**src/rtl/cau_pkg.sv**
```systemverilog
// Shared types and codes for the complex arithmetic unit.
// No dependencies; imported by cau_step and complex_arithmetic_unit_core.
package cau_pkg;

  typedef enum logic [3:0] {
    CMD_ADD  = 4'd0,
    CMD_SUB  = 4'd1,
    CMD_MUL  = 4'd2,
    CMD_DIV  = 4'd3,
    CMD_DIVS = 4'd4,
    CMD_MAG  = 4'd5,
    CMD_EQ   = 4'd6,
    CMD_NE   = 4'd7,
    CMD_NEG  = 4'd8,
    CMD_INC  = 4'd9,
    CMD_DEC  = 4'd10,
    CMD_PASS = 4'd11
  } cmd_t;

  typedef enum logic [1:0] {
    ST_OK  = 2'd0,
    ST_DZ  = 2'd1,
    ST_SAT = 2'd2
  } status_t;

  // control that travels with each request through the divide/root steps
  typedef struct packed {
    logic [3:0] cmd;
    logic       sign_re;
    logic       sign_im;
    logic       ovf_re;
    logic       ovf_im;
    logic       flag;
    logic       dz;
  } ctl_t;

endpackage

```
**src/rtl/cau_step.sv**
```systemverilog
// One register stage of the quotient/root pipeline: one quotient bit per lane
// for divides, one root bit for magnitude. Depends on cau_pkg.
module cau_step #(
  parameter int DATA_WIDTH = 32,
  parameter int STEP       = 0
) (
  input  logic                      clk,
  input  logic                      rst,
  input  logic                      in_valid,
  output logic                      in_ready,
  input  cau_pkg::ctl_t             in_ctl,
  input  logic [DATA_WIDTH:0]       in_q_re,
  input  logic [DATA_WIDTH:0]       in_q_im,
  input  logic [2*DATA_WIDTH-1:0]   in_rem_re,
  input  logic [2*DATA_WIDTH-1:0]   in_rem_im,
  input  logic [2*DATA_WIDTH-1:0]   in_den,
  output logic                      out_valid,
  input  logic                      out_ready,
  output cau_pkg::ctl_t             out_ctl,
  output logic [DATA_WIDTH:0]       out_q_re,
  output logic [DATA_WIDTH:0]       out_q_im,
  output logic [2*DATA_WIDTH-1:0]   out_rem_re,
  output logic [2*DATA_WIDTH-1:0]   out_rem_im,
  output logic [2*DATA_WIDTH-1:0]   out_den
);
  import cau_pkg::*;

  localparam int W     = DATA_WIDTH;
  localparam int QW    = DATA_WIDTH + 1;
  localparam int DW    = 2 * DATA_WIDTH;
  localparam bit SQ_ON = (STEP < DATA_WIDTH);

  logic [DW:0]      t_re, t_im;
  logic             ge_re, ge_im;
  logic [DW:0]      d_re, d_im;
  logic [W+2:0]     st, trial, sd;
  logic             sge;
  logic [QW-1:0]    q_re_next, q_im_next;
  logic [DW-1:0]    rem_re_next, rem_im_next, den_next;

  always_comb begin
    t_re  = {in_rem_re, in_q_re[QW-1]};
    t_im  = {in_rem_im, in_q_im[QW-1]};
    ge_re = t_re >= {1'b0, in_den};
    ge_im = t_im >= {1'b0, in_den};
    d_re  = t_re - {1'b0, in_den};
    d_im  = t_im - {1'b0, in_den};

    // root: remainder lives in rem_re, root in q_re, radicand in den
    st    = {in_rem_re[W:0], in_den[DW-1 -: 2]};
    trial = {1'b0, in_q_re[W-1:0], 2'b01};
    sge   = st >= trial;
    sd    = sge ? (st - trial) : st;

    q_re_next   = in_q_re;
    q_im_next   = in_q_im;
    rem_re_next = in_rem_re;
    rem_im_next = in_rem_im;
    den_next    = in_den;

    if (in_ctl.cmd == CMD_DIV || in_ctl.cmd == CMD_DIVS) begin
      q_re_next   = {in_q_re[QW-2:0], ge_re};
      q_im_next   = {in_q_im[QW-2:0], ge_im};
      rem_re_next = ge_re ? d_re[DW-1:0] : t_re[DW-1:0];
      rem_im_next = ge_im ? d_im[DW-1:0] : t_im[DW-1:0];
    end else if (in_ctl.cmd == CMD_MAG && SQ_ON) begin
      q_re_next   = {1'b0, in_q_re[W-2:0], sge};
      rem_re_next = DW'(sd[W:0]);
      den_next    = in_den << 2;
    end
  end

  assign in_ready = !out_valid || out_ready;

  always_ff @(posedge clk) begin
    if (rst) begin
      out_valid <= 1'b0;
    end else if (in_ready) begin
      out_valid <= in_valid;
    end
  end

  always_ff @(posedge clk) begin
    if (in_ready) begin
      out_ctl    <= in_ctl;
      out_q_re   <= q_re_next;
      out_q_im   <= q_im_next;
      out_rem_re <= rem_re_next;
      out_rem_im <= rem_im_next;
      out_den    <= den_next;
    end
  end

endmodule

```
**config.mk**
```make
export PLATFORM = sky130hd
export DESIGN_NAME = cau_step
export DESIGN_NICKNAME = d
export VERILOG_FILES = /design/src/rtl/cau_pkg.sv /design/src/rtl/cau_step.sv
export SDC_FILE = /design/constraint.sdc
export NUM_CORES = 1
export LEC_CHECK = 0
export ABC_AREA = 1
export BUFFER_PORTS_ARGS = -buffer_cell sky130_fd_sc_hd__buf_2
export CORE_ASPECT_RATIO = 2
export CORE_MARGIN = 3
export CORE_UTILIZATION = 45
export DETAILED_ROUTE_END_ITERATION = 7
export PLACE_DENSITY = 0.67
export SYNTH_ARGS = -nofsm -noshare
export SYNTH_HDL_FRONTEND = slang
export SYNTH_SLANG_ARGS = --single-unit
```
**constraint.sdc**
```tcl
create_clock -name clk -period 9.7 [get_ports clk]
set_input_delay 0.97 -clock clk [delete_from_list [all_inputs] [get_ports clk]]
set_output_delay 0.97 -clock clk [all_outputs]
set_load 0.01 [all_outputs]
```
# Word level (Yosys, flattened, before mapping)
# Index checks and enable logic that the tools add are counted.
totals:
  regBits: 269
  inputBits: 272
  out_inout_bits: 270
  elab_cells: 36
classes:
  add_sub_neg: 3
  magnitude_cmp: 3
  eq_ne: 3
  muxes: 11
  reduce_logical: 3
ops:
  columns: ["cell", "n"]
  rows:
  - ["64-bit 2-to-1 mux", 7]
  - ["33-bit 2-to-1 mux", 4]
  - ["65-bit by 64-bit >= comparator with 1-bit output", 2]
  - ["64-bit subtractor", 2]
  - ["35-bit by 34-bit >= comparator with 1-bit output", 1]
  - ["33-bit subtractor", 1]
  - ["4-bit by 3-bit equality test with 1-bit output (second input constant)", 2]
  - ["4-bit by 2-bit equality test with 1-bit output (second input constant)", 1]
  - ["1-bit logical OR", 2]
  - ["1-bit logical NOT", 1]

# Logic depth before layout (Yosys ltp)
# Gate-level depths: netlist (run 1).
logic_depth:
  depth_word: 4
  depth_mapped: 20
  ltp_nobuf: 18

# Least setup slack after synthesis (run 1)
# No wires, ideal clock.
synth_timing:
  kind: "input-to-output"
  from: "input out_ready"
  to: "output in_ready"
  arrival_ns: 6.712
  required_time_ns: 8.730
  path_slack_ns: 2.018
  stages: 2
  path_buffers: 0
  cell_sequence: "inv_1 -> nand2_1"
synth_between:
  elab_chain_len: 1
synth_rtl:
  columns: ["item", "line", "rtl"]
  rows:
  - ["start, declared", "cau_step.sv:18", "input logic out_ready,"]
  - ["1-bit logical OR", "cau_step.sv:73", "assign in_ready = !out_valid || out_ready;"]
  - ["end, declared", "cau_step.sv:10", "output logic in_ready,"]
# No other way between the ends.

# Final worst setup path (run 1)
layout_timing:
  from: "input in_den[62]"
  to: "register out_rem_re[32] (data pin)"
layout_between:
  elab_chain_len: 4
  word_cells_on_any_way: 7
  classes_between: "add/sub: 1; order compare: 2; mux: 4"
layout_rtl:
  columns: ["item", "line", "rtl"]
  rows:
  - ["start, declared", "cau_step.sv:16", "input logic [2*DATA_WIDTH-1:0] in_den,"]
  - ["33-bit subtractor / 35-bit by 34-bit >= comparator with 1-bit output (equally long branches)", "cau_step.sv:53, cau_step.sv:52", null]
  - ["33-bit 2-to-1 mux", "cau_step.sv:53", "sd = sge ? (st - trial) : st;"]
  - ["64-bit 2-to-1 mux", "cau_step.sv:66", "end else if (in_ctl.cmd == CMD_MAG && SQ_ON) begin"]
  - ["64-bit 2-to-1 mux *", "cau_step.sv:61", "if (in_ctl.cmd == CMD_DIV || in_ctl.cmd == CMD_DIVS) begin"]
  - ["net rem_re_next[32]", "cau_step.sv:39", "logic [DW-1:0] rem_re_next, rem_im_next, den_next;"]
  - ["end signal, assigned", "cau_step.sv:88", "out_rem_re <= rem_re_next;"]
  - ["end, declared", "cau_step.sv:22", "output logic [2*DATA_WIDTH-1:0] out_rem_re,"]
# Mark *: on every way through the listed nets, which the timed path passes. The rest lies on a longest branch.
# A chain may end at the register's enable or synchronous reset.

==> results of run 1 <==
[power groups by stage]
stage	combinational (uW)	sequential [uW]	clock [uW]
after floorplan	891	1560	0
after detailed placement	1590	1500	0
final	1630	1470	1200
after global routing	1770	1480	1250
after global placement	1590	1490	0
after CTS	1600	1470	1210
[kinds of logic (layout without fill, tap and decap cells)]
logic type | Yosys count | after routing
fa+ha+maj | 164 | 164
flops | 269 | 269
compound gates | 339 | 339
other cells | 0 | 9
buf+inv | 1005 | 1514
xor+xnor | 71 | 71
simple gates | 2745 | 2745
[synth_stat cells, types with 19 or more instances]
cell type  count  share of area
clkbuf_1      53         0.0071
nand3_1      460          0.083
a21oi_1      139          0.025
buf_2         23         0.0041
nor2_2        19         0.0043
nor2_1       256          0.034
nand4_1       23         0.0052
nor3_1        27         0.0048
o21bai_1      25         0.0067
xnor2_1       65          0.020
o21ai_0      153          0.027
inv_1        887           0.12
nand3b_1      66          0.018
ha_1         162          0.073
nand2_1     1854           0.25
edfxtp_1     268           0.29
[how the worst max path moves through the flow]
stage,to,slack [ns],depth (start not counted)
after floorplan,in_ready,2.02,2
after global placement,out_rem_re[48],4.77,15
after detailed placement,out_rem_re[57],4.76,15
after CTS,out_rem_re[32],5.42,15
after global routing,out_rem_re[56],5.17,15
final,out_rem_re[32],5.31,15
[layout make-up]
cell class / count / area, um^2
Clock buffer: 34 / 753.2
Multi-Input combinational cell: 3319 / 15940
Clock inverter: 16 / 219.0
Antenna cell: 9 / 22.52
Inverter: 905 / 3402
Sequential cell: 269 / 8068
Timing Repair Buffer: 559 / 2855
Tap cell: 780 / 975.9
Fill cell: 6657 / 28950
[per-stage QoR]
| step | utilization | setup WS, ns | total power [uW] |
|---|---|---|---|
| floorplan | - | 2.018 | 2456 |
| global placement | 0.5106 | 4.769 | 3084 |
| detailed placement | 0.5106 | 4.764 | 3089 |
| CTS | 0.5265 | 5.417 | 4285 |
| global route | 0.5267 | 5.173 | 4495 |
| finish | 0.5268 | 5.306 | 4305 |
[flip-flops by register name, summed over array words and instances (netlist names)]
register	count
out_q_re	33
out_valid	1
out_q_im	33
out_rem_re	64
out_den	64
out_ctl	10
out_rem_im	64
[per-layer routing]
| metal | part of all wire | wire length [um] | global-route usage |
|---|---|---|---|
| met1 | 0.31 | 43370 | 0.3825 |
| met2 | 0.50 | 69570 | 0.7488 |
| met3 | 0.063 | 8895 | 0.06353 |
| met4 | 0.13 | 18540 | 0.4295 |
| met5 | 0.00016 | 23 | 0 |
==> impl_metrics.env, run 1 <==
export IMPL_die_x_um=182.0
export IMPL_holdCritPathClass="in2reg"
export IMPL_clk_latency_ns=0.63
export IMPL_core_area_um2=61180
export IMPL_clock_fmax_mhz=227.6
export IMPL_grt_remaining_overflow=0
export IMPL_cts_root_buf="clkbuf_16"
export IMPL_fin_cells=5891
export IMPL_cpPeakStageDelay_ns=0.67
export IMPL_wl_per_cell_um=23.83
export IMPL_postCtsHoldBufs=0
export IMPL_power_switching_uw=1708
export IMPL_synth_ff_type="edfxtp_1"
export IMPL_path_delay_family="simple AND/OR/NAND/NOR gates"
export IMPL_mostFrequentLayoutCell="nand2_1"
export IMPL_syn_area_um2=27870
export IMPL_seqPwrFrac=0.342
export IMPL_fin_crit_sh=0.4530
export IMPL_viasPerCell=5.415
export IMPL_rr_startpoint="out_valid"
export IMPL_grt_pass1_vias=31680
export IMPL_rrSetupSlack_ns=7.23
export IMPL_ios=542
export IMPL_worstMarginPinSlew_ns=1.036
export IMPL_first_pass_iters=8
export IMPL_synth_compound_area_frac=0.06375
export IMPL_design_area_um2=32230
export IMPL_ys_seq_area_frac=0.2895
export IMPL_start_util=0.4556
export IMPL_syn_nets=5029
export IMPL_avgSynthCellArea_um2=6.068
export IMPL_cts_sinks=269
export IMPL_cellLeakagePower_uw=0.01846
export IMPL_holdCritStartpoint="rst"
export IMPL_syn_to_final_growth_pct=15.64
export IMPL_ir_worst_vdd_mv=0.1665
export IMPL_outcome="completed"
export IMPL_async_flop_share=0
export IMPL_route_detailed_drc=0
export IMPL_syn_inst=4593
export IMPL_cp_common_cell="nand2_1"
export IMPL_track_usage=0.4158
export IMPL_hold_violations=0
export IMPL_hold_slack_ns=0.4851
export IMPL_num_vias=31900
export IMPL_cts_htree_levels=1
export IMPL_rows=128
export IMPL_cp_buffers_inverters=4
export IMPL_arrival_ns=4.77
export IMPL_wl_um=140400
export IMPL_pwr_share_comb=0.379
export IMPL_crit_path_top_delay_cell="nand2_2"
export IMPL_timing_rr_end="out_rem_im[11]"
export IMPL_synth_top_family_by_area="simple AND/OR/NAND/NOR gates"
export IMPL_drv_slew=0
export IMPL_rsz0062_at_grt="false"
export IMPL_cts_made_buffers=28
export IMPL_place_inst=5832
export IMPL_r2r_cells=2
export IMPL_grt_antenna_before_repair=14
export IMPL_relSlewSlack=0.3096
export IMPL_tns_ns=0
export IMPL_hold_path_end="out_valid"
export IMPL_setup_viol=0
export IMPL_ys_types=43
export IMPL_clock_path_buffers=3
export IMPL_grt_pass1_wl_um=198900
export IMPL_synth_simple_gate_area_frac=0.4107
export IMPL_clk_pin_slew_ns=0.07
export IMPL_io_buffers=541
export IMPL_gp_congestion=1.093
export IMPL_cp_max_fo=40
export IMPL_worstPathRequired_ns=10.08
export IMPL_cts_resized=0
export IMPL_drive_gt1_frac=0.1321
export IMPL_drt_initial_drc_count=2370
export IMPL_synth_area_mux_share=0
export IMPL_placed_cell_area_um2=31240
export IMPL_p_sw_frac=0.3967
export IMPL_synth_xor_area_frac=0.02231
export IMPL_p_int_uw=2597
export IMPL_clock_skew_ns=0.03435
export IMPL_critical_path_class="in2reg"
export IMPL_whs_path_depth=2
export IMPL_synth_seq_cells=269
export IMPL_startpoint="in_den[62]"
export IMPL_dp_final_hpwl_um=117600
export IMPL_die_h_um=358.0
export IMPL_ant_nets=0
export IMPL_yosysWarnings=0
export IMPL_startpoint_type="primary input"
export IMPL_crit_chain="buf_2 > inv_1 > ha_1 > nand3_1 > nor3_1 > nand2_1 > inv_1 > nand2_1 > nand2_1 > nor2_4 > nand2_2 > buf_4 > nand2_1 > nand3_1 > nand3_1"
export IMPL_synth_edf_count=268
export IMPL_power_density_nw_per_um2=133.6
export IMPL_mostFrequentLayoutCells="1852 x nand2_1, 887 x inv_1, 541 x buf_2"
export IMPL_finalNetCount=5518
export IMPL_die_area_um2=65140
export IMPL_grt_start_max_net_pins=138
export IMPL_power_frac_clock=0.279
export IMPL_fin_crit_ns=4.394
export IMPL_tritoncts="built"
export IMPL_cp_end_kind="flop"
export IMPL_synth_fa_ha_area_frac=0.07416
export IMPL_post_cts_buffers=0
export IMPL_maxCapViolations=0
Power figures use the tool's default switching activity.
==> inputs of run 2 (changes only) <==
- clock period: 9.7 -> 4.48 ns (I/O delays scaled with it)
==> impl_metrics.env, run 2 (synthesis results as in run 1) <==
export IMPL_cp_max_fo=5
export IMPL_fin_cells=5909
export IMPL_grt_pass1_wl_um=198300
export IMPL_io_buffers=541
export IMPL_cp_common_cell="nand2_1"
export IMPL_arrival_ns=3.82
export IMPL_crit_chain="buf_2 > inv_1 > ha_1 > nand2_1 > nor2_1 > nand2_1 > o21bai_1 > a21oi_1 > nand3_1 > nand3_1 > nand2_1 > nand2_1"
export IMPL_path_delay_family="compound AO/OA/AOI/OAI gates"
export IMPL_reg_top3="out_den (64), out_rem_im (64), out_rem_re (64)"
export IMPL_crit_path_top_delay_cell="o21bai_1"
export IMPL_clock_path_buffers=3
export IMPL_ir_worst_vdd_mv=0.4218
export IMPL_die_h_um=358.0
export IMPL_worstPathRequired_ns=4.86
export IMPL_outcome="completed"
export IMPL_maxCapViolations=0
export IMPL_cts_resized=0
export IMPL_clk_latency_ns=0.61
export IMPL_drive_gt1_frac=0.1343
export IMPL_drv_slew=0
export IMPL_die_area_um2=65140
export IMPL_relSlewSlack=0.07613
export IMPL_holdCritPathClass="in2reg"
export IMPL_fin_crit_ns=3.446
export IMPL_start_util=0.4556
export IMPL_cts_htree_levels=1
export IMPL_syn_to_final_growth_pct=16.46
export IMPL_wl_um=141000
export IMPL_clock_fmax_mhz=290.2
export IMPL_worstMarginPinSlew_ns=1.383
export IMPL_finalNetCount=5536
export IMPL_grt_antenna_before_repair=12
export IMPL_mostFrequentLayoutCells="1852 x nand2_1, 887 x inv_1, 541 x buf_2"
export IMPL_track_usage=0.4138
export IMPL_viasPerCell=5.413
export IMPL_clk_pin_slew_ns=0.07
export IMPL_first_pass_iters=7
export IMPL_drt_initial_drc_count=2621
export IMPL_grt_start_max_net_pins=99
export IMPL_cpPeakStageDelay_ns=1.16
export IMPL_die_x_um=182.0
export IMPL_tritoncts="built"
export IMPL_power_density_nw_per_um2=288.3
export IMPL_ant_nets=0
export IMPL_cts_made_buffers=28
export IMPL_startpoint_type="primary input"
export IMPL_wl_per_cell_um=23.87
export IMPL_placed_cell_area_um2=31420
export IMPL_dp_final_hpwl_um=118100
export IMPL_place_inst=5845
export IMPL_cellLeakagePower_uw=0.01858
export IMPL_rsz0062_at_grt="false"
export IMPL_grt_pass1_vias=32060
export IMPL_clock_skew_ns=0.01555
export IMPL_cp_buffers_inverters=2
export IMPL_grt_remaining_overflow=0
export IMPL_cts_root_buf="clkbuf_16"
export IMPL_tns_ns=0
export IMPL_critical_path_class="in2reg"
export IMPL_cp_end_kind="flop"
export IMPL_cts_sinks=269
export IMPL_fillers=6588
export IMPL_setup_viol=0
export IMPL_hold_slack_ns=0.02636
export IMPL_post_cts_buffers=0
export IMPL_mostFrequentLayoutCell="nand2_1"
export IMPL_route_detailed_drc=0
export IMPL_hold_violations=0
export IMPL_ios=542
export IMPL_rows=128
export IMPL_design_area_um2=32460
export IMPL_fin_crit_sh=0.7691
export IMPL_num_vias=31990
export IMPL_gp_congestion=1.082
export IMPL_core_area_um2=61180
==> run 2: timing repair <==
action,4_1_cts,5_1_grt
endpoints found under the hold margin,5,0
endpoints found under the setup margin,0,0
hold buffers,5,0
==> run 2: layer usage <==
layer  routed length, um  vias to the layer above  share of wire  GRT usage
li1                    -                    15320              -          -
met1               43270                    14470           0.31     0.3755
met2               70580                     1597           0.50     0.7533
met3                8942                      591          0.063    0.06120
met4               18210                        8           0.13     0.4260
met5                  50                        -        0.00035          0
==> run 2: worst register-to-register path, cell delays in order (launching register included) <==
cell     delay [ns]
dfxtp_1        0.36
nand2_8        0.63
buf_4          0.72
==> run 2: worst paths after layout <==
check	from	end	slack, ns	depth (start not counted)
hold reg to reg	out_valid	out_valid	1.17	2
setup / recovery	in_den[30]	out_rem_re[50]	1.03	12
setup reg to reg	out_valid	out_rem_im[14]	2.34	2
hold / removal	in_ctl[3]	out_ctl[3]	0.03	1
==> run 2: layout make-up <==
cell class / count / area (um^2) / area share
multi-input combinational: 3319 / 15940 / 0.4912
sequential: 269 / 8068 / 0.2486
inverter: 905 / 3402 / 0.1048
timing repair buffer: 577 / 3078 / 0.09483
tap: 780 / 975.9 / 0.03007
clock buffer: 34 / 764.5 / 0.02355
clock inverter: 17 / 206.4 / 0.006360
antenna: 8 / 20.02 / 0.0006168
==> run 2: power by group <==
part	total, uW	internal [uW]	switching, uW
clock network	2630	1450	1180
registers	3200	3090	110
logic	3530	1110	2410
==> run 2: per-stage QoR <==
step / setup WS, ns / power, uW / utilization
finish: 1.034 / 9358 / 0.5306
global route: 1.026 / 9770 / 0.5304
CTS: 1.483 / 9312 / 0.5302
detailed placement: 0.8331 / 6696 / 0.5135
global placement: 0.8327 / 6692 / 0.5135
floorplan: 0.2723 / 5303 / -
